$ cat src/rtl/nf4dq_pkg.sv
`default_nettype none
package nf4dq_pkg;

	localparam int BLK_W  = 13;
	localparam int CFG_W  = 13;
	localparam int CODE_W = 16;
	localparam int SCL_W  = 16;
	localparam int ACT_W  = 16;
	localparam int CS_W   = 32;
	localparam int PROD_W = 48;
	localparam int SUM_W  = 49;
	localparam int ACC_W  = 60;

	localparam logic [3:0] REG_ROW_LENGTH   = 4'd0;
	localparam logic [3:0] REG_BLOCK_LENGTH = 4'd1;

	typedef struct packed {
		logic valid;
		logic last;
	} tag_t;

	typedef struct packed {
		logic             done;
		logic [BLK_W-1:0] rem;
	} rem_res_t;

	// NF4 codebook, signed Q1.15, +1.0 saturated
	function automatic logic signed [CODE_W-1:0] nf4_code(input logic [3:0] c);
		logic signed [CODE_W-1:0] v;
		unique case (c)
			4'h0: v = 16'sh8000;
			4'h1: v = -16'sd22813;
			4'h2: v = -16'sd17206;
			4'h3: v = -16'sd12941;
			4'h4: v = -16'sd9321;
			4'h5: v = -16'sd6055;
			4'h6: v = -16'sd2984;
			4'h7: v = 16'sd0;
			4'h8: v = 16'sd2608;
			4'h9: v = 16'sd5273;
			4'hA: v = 16'sd8065;
			4'hB: v = 16'sd11073;
			4'hC: v = 16'sd14441;
			4'hD: v = 16'sd18436;
			4'hE: v = 16'sd23690;
			4'hF: v = 16'sd32767;
			default: v = 16'sd0;
		endcase
		return v;
	endfunction

endpackage
`default_nettype wire

$ cat src/rtl/nf4dq_rem.sv
`default_nettype none
// restoring remainder, one dividend bit per cycle, MSB first
module nf4dq_rem #(
	parameter int CNT_W = 13
) (
	input  wire logic                        clk,
	input  wire logic                        arst_n,
	input  wire logic                        start,
	input  wire logic [CNT_W-1:0]            dividend,
	input  wire logic [nf4dq_pkg::BLK_W-1:0] divisor,
	output logic                             busy,
	output nf4dq_pkg::rem_res_t              res
);

	localparam int BW     = nf4dq_pkg::BLK_W;
	localparam int STEP_W = (CNT_W > 1) ? $clog2(CNT_W) : 1;

	logic              busy_q;
	logic              done_q;
	logic [STEP_W-1:0] step_q;
	logic [BW-1:0]     r_q;
	logic [BW:0]       shifted;
	logic [BW-1:0]     r_nx;

	always_comb begin
		shifted = {r_q, dividend[step_q]};
		if (shifted >= {1'b0, divisor}) begin
			r_nx = BW'(shifted - {1'b0, divisor});
		end else begin
			r_nx = BW'(shifted);
		end
	end

	always_ff @(posedge clk or negedge arst_n) begin
		if (!arst_n) begin
			busy_q <= 1'b0;
			done_q <= 1'b0;
			step_q <= '0;
		end else begin
			done_q <= 1'b0;
			if (start) begin
				busy_q <= 1'b1;
				step_q <= STEP_W'(CNT_W - 1);
			end else if (busy_q) begin
				if (step_q == '0) begin
					busy_q <= 1'b0;
					done_q <= 1'b1;
				end else begin
					step_q <= step_q - 1'b1;
				end
			end
		end
	end

	always_ff @(posedge clk) begin
		if (start) begin
			r_q <= '0;
		end else if (busy_q) begin
			r_q <= r_nx;
		end
	end

	assign busy     = busy_q | done_q;
	assign res.done = done_q;
	assign res.rem  = r_q;

endmodule
`default_nettype wire

$ cat src/rtl/nf4dq_lane.sv
`default_nettype none
// one element: codebook lookup, code*scale, then *activation
module nf4dq_lane (
	input  wire logic                                     clk,
	input  wire logic                                     adv,
	input  wire logic [3:0]                               nibble,
	input  wire logic [nf4dq_pkg::SCL_W-1:0]              scale,
	input  wire logic signed [nf4dq_pkg::ACT_W-1:0]       act,
	output logic signed [nf4dq_pkg::PROD_W-1:0]           prod
);

	localparam int CS_W   = nf4dq_pkg::CS_W;
	localparam int PROD_W = nf4dq_pkg::PROD_W;

	logic signed [nf4dq_pkg::CODE_W-1:0] code;
	logic signed [nf4dq_pkg::SCL_W:0]    scale_sx;
	logic signed [CS_W-1:0]              cs_s1;
	logic signed [nf4dq_pkg::ACT_W-1:0]  act_s1;
	logic signed [PROD_W-1:0]            prod_s2;

	assign code     = nf4dq_pkg::nf4_code(nibble);
	assign scale_sx = signed'({1'b0, scale});

	always_ff @(posedge clk) begin
		if (adv) begin
			cs_s1   <= CS_W'(CS_W'(code) * CS_W'(scale_sx));
			act_s1  <= act;
			prod_s2 <= PROD_W'(PROD_W'(cs_s1) * PROD_W'(act_s1));
		end
	end

	assign prod = prod_s2;

endmodule
`default_nettype wire

$ cat src/rtl/nf4dq_merge.sv
`default_nettype none
// adds the lane products, accumulates, holds the finished row sum
module nf4dq_merge (
	input  wire logic                                   clk,
	input  wire logic                                   arst_n,
	input  wire nf4dq_pkg::tag_t                        tag_s2,
	input  wire logic signed [nf4dq_pkg::PROD_W-1:0]    prod_e,
	input  wire logic signed [nf4dq_pkg::PROD_W-1:0]    prod_o,
	input  wire logic                                   dot_stall,
	output logic                                        adv,
	output logic                                        dot_valid,
	output logic signed [nf4dq_pkg::ACC_W-1:0]          dot_sum
);

	localparam int SUM_W = nf4dq_pkg::SUM_W;
	localparam int ACC_W = nf4dq_pkg::ACC_W;

	nf4dq_pkg::tag_t          tag_s3;
	logic signed [SUM_W-1:0]  sum_s3;
	logic signed [ACC_W-1:0]  acc_q;
	logic signed [ACC_W-1:0]  acc_nx;
	logic                     dot_valid_q;
	logic signed [ACC_W-1:0]  dot_sum_q;

	assign adv    = !(dot_valid_q && dot_stall);
	assign acc_nx = acc_q + ACC_W'(sum_s3);

	always_ff @(posedge clk or negedge arst_n) begin
		if (!arst_n) begin
			tag_s3      <= '0;
			acc_q       <= '0;
			dot_valid_q <= 1'b0;
		end else if (adv) begin
			tag_s3      <= tag_s2;
			dot_valid_q <= tag_s3.valid && tag_s3.last;
			if (tag_s3.valid) begin
				acc_q <= tag_s3.last ? '0 : acc_nx;
			end
		end
	end

	always_ff @(posedge clk) begin
		if (adv) begin
			sum_s3 <= SUM_W'(prod_e) + SUM_W'(prod_o);
			if (tag_s3.valid && tag_s3.last) begin
				dot_sum_q <= acc_nx;
			end
		end
	end

	assign dot_valid = dot_valid_q;
	assign dot_sum   = dot_sum_q;

endmodule
`default_nettype wire

$ cat src/rtl/nf4_dequant_dot_product.sv
`default_nettype none
// channel   direction  signals
// item      in         item_valid / item_stall : weight_byte act_even act_odd block_scale
// dot       out        dot_valid / dot_stall   : dot_sum
// cfg       in         cfg_valid / cfg_ready   : cfg_index cfg_data
//
// One word per cycle unless item_stall; a last word passes s1, s2, s3 and sets dot_valid.
// Two lanes (even, odd nibble) run a two-stage multiply, then one add stage and the accumulator.
// A cfg write starts a remainder pass that realigns the block position; item_stall and
// !cfg_ready are held until its result is loaded. A held dot word stalls the whole pipe.
// Reset clears the control state and the accumulator and sets both lengths to 64.
module nf4_dequant_dot_product #(
	parameter int MAX_ROW = 4096
) (
	input  wire logic                                clk,
	input  wire logic                                arst_n,
	input  wire logic                                item_valid,
	output logic                                     item_stall,
	input  wire logic [7:0]                          weight_byte,
	input  wire logic signed [nf4dq_pkg::ACT_W-1:0]  act_even,
	input  wire logic signed [nf4dq_pkg::ACT_W-1:0]  act_odd,
	input  wire logic [nf4dq_pkg::SCL_W-1:0]         block_scale,
	output logic                                     dot_valid,
	input  wire logic                                dot_stall,
	output logic signed [nf4dq_pkg::ACC_W-1:0]       dot_sum,
	input  wire logic                                cfg_valid,
	output logic                                     cfg_ready,
	input  wire logic [3:0]                          cfg_index,
	input  wire logic [nf4dq_pkg::CFG_W-1:0]         cfg_data
);

	localparam int BW        = nf4dq_pkg::BLK_W;
	localparam int CW        = nf4dq_pkg::CFG_W;
	localparam int ROW_CAP_I = (MAX_ROW >= 8190) ? 8190 : ((MAX_ROW / 2) * 2);
	localparam int CNT_W     = $clog2(ROW_CAP_I + 1);
	localparam logic [CW-1:0] ROW_CAP  = CW'(ROW_CAP_I);
	localparam logic [CW-1:0] LEN_MIN  = CW'(2);
	localparam logic [CW-1:0] LEN_RST  = CW'(64);

	logic [CW-1:0]              row_len_q;
	logic [CW-1:0]              blk_len_q;
	logic [CNT_W-1:0]           count_q;
	logic [BW-1:0]              pos_q;
	logic [nf4dq_pkg::SCL_W-1:0] held_q;

	logic [CW-1:0]              rlen;
	logic [CW-1:0]              blen;
	logic [CW-1:0]              row_even;
	logic [CW-1:0]              blk_even;
	logic [CNT_W:0]             count_nx;
	logic [BW:0]                pos_nx;
	logic                       last;
	logic [nf4dq_pkg::SCL_W-1:0] scale_use;

	logic                       adv;
	logic                       accept;
	logic                       cfg_we;
	logic                       rem_busy;
	nf4dq_pkg::rem_res_t        rem_res;
	nf4dq_pkg::tag_t            tag_s1;
	nf4dq_pkg::tag_t            tag_s2;
	logic signed [nf4dq_pkg::PROD_W-1:0] prod_e;
	logic signed [nf4dq_pkg::PROD_W-1:0] prod_o;

	assign item_stall = !adv || rem_busy;
	assign cfg_ready  = !rem_busy;
	assign accept     = item_valid && !item_stall;
	assign cfg_we     = cfg_valid && cfg_ready;

	always_comb begin
		row_even = {row_len_q[CW-1:1], 1'b0};
		blk_even = {blk_len_q[CW-1:1], 1'b0};
		priority if (row_even < LEN_MIN) begin
			rlen = LEN_MIN;
		end else if (row_even > ROW_CAP) begin
			rlen = ROW_CAP;
		end else begin
			rlen = row_even;
		end
		blen      = (blk_even < LEN_MIN) ? LEN_MIN : blk_even;
		count_nx  = {1'b0, count_q} + (CNT_W+1)'(2);
		last      = (CW+1)'(count_nx) >= {1'b0, rlen};
		pos_nx    = {1'b0, pos_q} + (BW+1)'(2);
		scale_use = (pos_q == '0) ? block_scale : held_q;
	end

	always_ff @(posedge clk or negedge arst_n) begin
		if (!arst_n) begin
			row_len_q <= LEN_RST;
			blk_len_q <= LEN_RST;
			count_q   <= '0;
			pos_q     <= '0;
			held_q    <= '0;
			tag_s1    <= '0;
			tag_s2    <= '0;
		end else begin
			if (cfg_we && cfg_index == nf4dq_pkg::REG_ROW_LENGTH) begin
				row_len_q <= cfg_data;
			end
			if (cfg_we && cfg_index == nf4dq_pkg::REG_BLOCK_LENGTH) begin
				blk_len_q <= cfg_data;
			end
			if (rem_res.done) begin
				pos_q <= rem_res.rem;
			end else if (accept) begin
				held_q <= scale_use;
				if (last) begin
					count_q <= '0;
					pos_q   <= '0;
				end else begin
					count_q <= CNT_W'(count_nx);
					pos_q   <= (pos_nx >= (BW+1)'(blen)) ? '0 : BW'(pos_nx);
				end
			end
			if (adv) begin
				tag_s1 <= '{valid: accept, last: last};
				tag_s2 <= tag_s1;
			end
		end
	end

	nf4dq_rem #(
		.CNT_W (CNT_W)
	) u_rem (
		.clk      (clk),
		.arst_n   (arst_n),
		.start    (cfg_we),
		.dividend (count_q),
		.divisor  (BW'(blen)),
		.busy     (rem_busy),
		.res      (rem_res)
	);

	nf4dq_lane u_lane_e (
		.clk    (clk),
		.adv    (adv),
		.nibble (weight_byte[7:4]),
		.scale  (scale_use),
		.act    (act_even),
		.prod   (prod_e)
	);

	nf4dq_lane u_lane_o (
		.clk    (clk),
		.adv    (adv),
		.nibble (weight_byte[3:0]),
		.scale  (scale_use),
		.act    (act_odd),
		.prod   (prod_o)
	);

	nf4dq_merge u_merge (
		.clk       (clk),
		.arst_n    (arst_n),
		.tag_s2    (tag_s2),
		.prod_e    (prod_e),
		.prod_o    (prod_o),
		.dot_stall (dot_stall),
		.adv       (adv),
		.dot_valid (dot_valid),
		.dot_sum   (dot_sum)
	);

endmodule
`default_nettype wire
$ cat config.mk
export PLATFORM = sky130hd
export DESIGN_NAME = nf4_dequant_dot_product
export DESIGN_NICKNAME = d
export VERILOG_FILES = /design/src/rtl/nf4dq_pkg.sv /design/src/rtl/nf4dq_rem.sv /design/src/rtl/nf4dq_lane.sv /design/src/rtl/nf4dq_merge.sv /design/src/rtl/nf4_dequant_dot_product.sv
export SDC_FILE = /design/constraint.sdc
export NUM_CORES = 2
export LEC_CHECK = 0
export CAP_MARGIN = 20
export CORE_MARGIN = 1
export CORE_UTILIZATION = 30
export DETAILED_ROUTE_END_ITERATION = 10
export DONT_BUFFER_PORTS = 1
export PLACE_DENSITY = 0.43
export SYNTH_ARGS = -nofsm -noshare
export SYNTH_HDL_FRONTEND = slang
export SYNTH_SLANG_ARGS = --single-unit
$ cat constraint.sdc
create_clock -name clk -period 15.4 [get_ports clk]
set_input_delay 1.54 -clock clk [delete_from_list [all_inputs] [get_ports clk]]
set_output_delay 1.54 -clock clk [all_outputs]
set_load 0.01 [all_outputs]
# Yosys cells after proc, flatten, opt, wreduce, memory -nomap -nowiden
# Memories as Yosys holds them, arrays and structs flattened.
# Index checks and enable logic that the tools add are counted.
# totals
register_bits,455
memories,2
romBits,512
out_inout_bits,63
# op_classes
eq_ne,2
bitwise,3
n_reduce_logical,18
mux,22
order_cmp,7
multipliers,4
addsub,6
# mem_list
memory,depth,width,rd,rd_ports_with_merged_regs,write_ports,line,text
(name not given),16,16,1,0,0,nf4dq_pkg.sv:30,unique case (c)
(name not given),16,16,1,0,0,nf4dq_pkg.sv:30,
# ops
cell,n
$mux W13,9
$mul A32 B16 Y48,2
$mul A16 B17 Y32,2
$add A60 B49 Y60,1
$mux W60,1
$add A48 B48 Y49,1
$ge A14 B13 Y1,3
$add A13 B2 Y14 const B,2
$lt A13 B2 Y1 const B,2
$mux W16,1
$gt A13 B13 Y1 const B,1
$logic_not A13 Y1,1
$sub A13 B13 Y13,1
$mux W4,3
$logic_not A4 Y1,2
$reduce_and A2 Y1,4
$mux W1,7
$logic_and A1 B1 Y1,6
$lt A4 B5 Y1 const B,1
$bmux W1 S4,1
$eq A4 B1 Y1 const B,1
$reduce_bool A2 Y1,2
$sub A4 B1 Y4 const B,1
$logic_not A1 Y1,2
other kinds (4),5

# Logic depth before layout (Yosys ltp)
# depth
ltp_word,7
ltp_mapped,30

# By module
# Synthesis repeated with hierarchy kept, for this count alone.
# hier_totals
hier_cells,8209
hier_area_um2,77217.8
# by_module_without_submodules
module,instances,cells_per_inst,area_per_inst_um2
nf4dq_lane (u_lane_o),1,3218,29901.2
nf4dq_lane (u_lane_e),1,3205,29717.3
nf4dq_merge,1,1169,11863.9
nf4_dequant_dot_product,1,429,4124.0
nf4dq_rem,1,188,1611.5

# Least setup slack after synthesis
# OpenSTA, ideal clock, no wires.
# synth_timing
path_type,input-to-reg
startpoint,input dot_stall
endpoint,register u_merge.dot_sum_q[0] (netlist: u_merge.dot_sum[0]) (enable)
n_path_buf,1
t_arrival_ns,10.403
setup_slack_ns,4.572
path_stages,3
required_time_ns,14.975
cell_sequence,nand2_1 buf_1 and3_1
# synth_between
elab_chain_cells,3
# synth_lines
item,line,text
start: declaration,nf4_dequant_dot_product.sv:24,"input wire logic dot_stall,"
$logic_and A1 B1 Y1,nf4dq_merge.sv:25,assign adv = !(dot_valid_q && dot_stall);
$not A1 Y1 (no source line),--,
$reduce_and A2 Y1 (no source line),--,
end signal: assignment,nf4dq_merge.sv:46,dot_sum_q <= acc_nx;
end: declaration,nf4dq_merge.sv:23,logic signed [ACC_W-1:0] dot_sum_q;
# No other way between the ends.
# A chain may end at the register's enable or synchronous reset.

# Final worst setup path
# layout_timing
startpoint,register pos_q[6]
endpoint,"register u_lane_e.cs_s1[30], data pin"
# layout_between
elab_chain_cells,3
# layout_lines
item,line,text
start: declaration,nf4_dequant_dot_product.sv:43,logic [BW-1:0] pos_q;
start signal: assignment,nf4_dequant_dot_product.sv:104,pos_q <= rem_res.rem;
start signal: assignment,nf4_dequant_dot_product.sv:112,pos_q <= (pos_nx >= (BW+1)'(blen)) ? '0 : BW'(pos_nx);
$logic_not A13 Y1,nf4_dequant_dot_product.sv:84,scale_use = (pos_q == '0) ? block_scale : held_q;
$mux W16,nf4_dequant_dot_product.sv:84,
$mul A16 B17 Y32,nf4dq_lane.sv:26,cs_s1 <= CS_W'(CS_W'(code) * CS_W'(scale_sx));
end signal: assignment,nf4dq_lane.sv:26,
end: declaration,nf4dq_lane.sv:17,logic signed [CS_W-1:0] cs_s1;
# No other way between the ends.

==> run_results.csv <==
group,metric,value,unit
run_status,status,"complete, no violations",
clock_tree,numCtsBuffers,58,
die,die_w,504.0,um
clock_tree,cts.htree.levels,2,
timing,timing.final.crit_period,9.231,ns
worst_setup_path,path_max_fanout,31,
clock_tree,clock_latency,0.72,ns
final_layout,layout-drive-gt1-share,0.03885,
detailed_routing,wire_per_inst,19.44,um
timing,fin_crit_sh,0.5994,
logic_synthesis,netlist_top_cells_count,"1,596 x inv_1, 1,363 x fa_1, 1,145 x nand2_1",
global_routing,grt_pass1_wl,347400,um
detailed_routing,first_iter_violations,2929,
logic_synthesis,yosys-top-cells-area,"fa_1 36%, edfxtp_1 12%, ha_1 10%",
logic_synthesis,ys.flop_type,"edfxtp_1",
logic_synthesis,yosysWarnings,0,
global_routing,grt_pass1_vias,58470,
logic_synthesis,yosysMostFrequentCell,"inv_1",
timing,setup_viol,0,
clock_tree,cts_resized,0,
timing,skew,0.04798,ns
timing,slew_viol_final,0,
logic_synthesis,synth_cell_types,88,
clock_tree,path_clk_slew,0.06,ns
worst_setup_path,startpoint_type,"flop",
logic_synthesis,synth_edf_count,301,
worst_setup_path,end_kind,"flop",
logic_synthesis,netlist.area_leader.share,0.3610,
logic_synthesis,yosysSeqAreaShare,0.1687,
timing,fin_setup_tns,0,ns
job,maxCapViolations,0,
timing,finalHoldViolations,0,
place,gpl.final_weighted_congestion,0.8421,
die,floorplan.initialDensity,0.3029,
clock_tree,cts_buffer_depth,3,
global_routing,overflow,0,
logic_synthesis,syn_area,75600,um^2
detailed_routing,routed_wirelength,219900,um
die,die_h,504.0,um
logic_synthesis,async_flop_share,0.3053,
detailed_routing,via_count,54350,
detailed_routing,via_per_inst,4.805,
place,port_buffers,0,
timing,worst_pin_slew,1.150,ns
logic_synthesis,ys_seq_elements,452,
clock_tree,cts_tree,"done",
detailed_routing,drtAntennaViolNets,0,
worst_setup_path,critPathRequiredTime,15.81,ns
hold_path,min_path_type,"flop to flop",
die,core-area,249600,um^2
die,ios,141,
timing,fmax,108.3,MHz
worst_setup_path,cp.arrival,9.64,ns
final_layout,area_growth,7.772,%
logic_synthesis,netlist_instances,8084,
global_routing,track_usage,0.1753,
worst_setup_path,critPathKind,"flop to flop",
clock_tree,post_cts_buffers,0,
timing,rsz0062_at_grt,"no",
detailed_routing,drc_errors,0,
clock_tree,clockRootBuffer,"clkbuf_16",
die,die-area,254000,um^2
logic_synthesis,avgSynthCellArea,9.351,um^2
place,dp_hpwl,169200,um
detailed_routing,dr.pass1.iters,5,
global_routing,antenna_found_initial,5,
logic_synthesis,syn-num-nets,10150,
clock_tree,cts_sinks,452,
global_routing,grt_max_degree,139,
logic_synthesis,synth_largest_area_cell,"fa_1",
die,core.rowCount,183,
timing,slew_headroom,0.2332,
clock_tree,hold_buffers,0,
final_layout,nets,9995,
[cells by family after synthesis]
group / after synthesis / synth area share
AND/OR/NAND/NOR: 2408 / 0.1444
XOR/XNOR: 264 / 0.03059
multiplexers: 77 / 0.01142
adder cells (fa/ha/maj): 1985 / 0.4639
AO/OA/AOI/OAI: 987 / 0.08602
buffers and inverters: 1911 / 0.09499
flip-flops: 452 / 0.1687
[state kept, by name, summed over array words and instances, names as in the netlist, 4 cells and up]
signal and flops:
u_merge.acc_q 60, u_merge.dot_sum 60, u_merge.sum_s3 49, u_lane_e.prod 48
u_lane_o.prod 48, u_lane_e.cs_s1 32, u_lane_o.cs_s1 32, held_q 16
u_lane_e.act_s1 16, u_lane_o.act_s1 16, pos_q 13, u_rem.r_q 13
blk_len_q 12, count_q 12, row_len_q 12, u_rem.step_q 4
[through the flow]
| stage | setup WS, ns | instances | util | hold slack [ns] | cell area (um^2) |
|---|---|---|---|---|---|
| finish | 6.169 | 11310 | 0.3264 | 0.4776 | 81470 |
| global route | 5.779 | 11310 | 0.3264 | 0.5125 | 81470 |
| global placement | 6.139 | 11200 | 0.3184 | 0.4746 | 79460 |
| floorplan | 4.572 | 8084 | - | 0.4311 | 75600 |
| detailed placement | 6.010 | 11200 | 0.3184 | 0.4693 | 79460 |
| CTS | 6.253 | 11310 | 0.3262 | 0.4777 | 81420 |
[routing by layer]
metal | up-vias | share of wire | global-route usage
met4 | 2 | 0.020 | 0.03634
met5 | - | 0.000082 | 0
met2 | 1087 | 0.47 | 0.2929
met1 | 28090 | 0.47 | 0.2442
met3 | 204 | 0.042 | 0.01841
li1 | 24970 | - | -
[final cells by class]
class,count,area [um^2]
antenna,1,2.502
clock buffer,67,1525
clock inverter,41,435.4
fill,26040,168100
inverter,1599,6002
multi-input combinational,5721,55810
sequential,452,12750
tap,3330,4167
timing repair buffer,100,778.2
[final timing paths]
| check | from | to | slack (ns) | depth (start not counted) |
|---|---|---|---|---|
| worst max-delay path | pos_q[6]$_DFFE_PN0P_ | u_lane_e.cs_s1[30]$_DFFE_PN_ | 6.17 | 27 |
| worst min-delay path | u_rem.r_q[12]$_SDFFE_PP0P_ | u_rem.r_q[12]$_SDFFE_PP0P_ | 0.48 | 2 |
| worst max register to register | pos_q[6]$_DFFE_PN0P_ | u_lane_e.cs_s1[30]$_DFFE_PN_ | 6.17 | 27 |
| worst min register to register | u_rem.r_q[12]$_SDFFE_PP0P_ | u_rem.r_q[12]$_SDFFE_PP0P_ | 0.48 | 2 |
| max in group asynchronous | arst_n | held_q[12]$_DFFE_PN0P_ | 14.54 | 0 |
| min in group asynchronous | arst_n | row_len_q[4]$_DFFE_PN0P_ | 0.56 | 0 |
[cell usage in the layout (no fill, tap or decap), types with 10 or more instances in the layout]
cell       count
dfrtp_1      136
a21boi_0      11
nor2b_1       57
o21bai_1      50
nor2_1       458
o31ai_1       21
a22o_1        49
nand2b_1      81
nor3_1        65
a31o_2        10
buf_4         98
o21a_1        34
dfxtp_1       13
fa_1        1363
clkbuf_16     58
xor2_1        72
nor4_1        17
edfxtp_1     301
mux2i_1       18
and3_1        31
nand2_1     1143
ha_1         622
or3_1         13
clkinv_2      12
mux2_2        44
and2_1       359
a31oi_1       35
nand4_1       40
a21oi_1      281
o21ai_0      174
inv_1       1596
xnor2_1      192
a21o_1       139
or2_2         14
nand3_1       93
a211oi_1      24
o211ai_1      26
[worst max-delay path, cell delays in order, from the launching register on]
cell	delay, ns
dfrtp_1	0.44
or4_1	0.53
nor4_1	0.36
nand4_1	0.18
buf_4	0.29
mux2_2	0.91
nand2_1	0.17
fa_1	0.57
inv_1	0.05
fa_1	0.50
inv_1	0.06
fa_1	0.53
inv_1	0.05
fa_1	0.38
fa_1	0.51
inv_1	0.05
fa_1	0.53
inv_1	0.06
ha_1	0.40
nand3_1	0.10
nor3_1	0.30
and3_1	0.20
nand3_1	0.17
a21oi_1	0.33
o311ai_0	0.30
a21oi_1	0.34
nor4_1	0.08
a311o_1	0.41
Power is not shown: default switching activity piles up to over one toggle a cycle in this logic, so the estimate is an artifact.
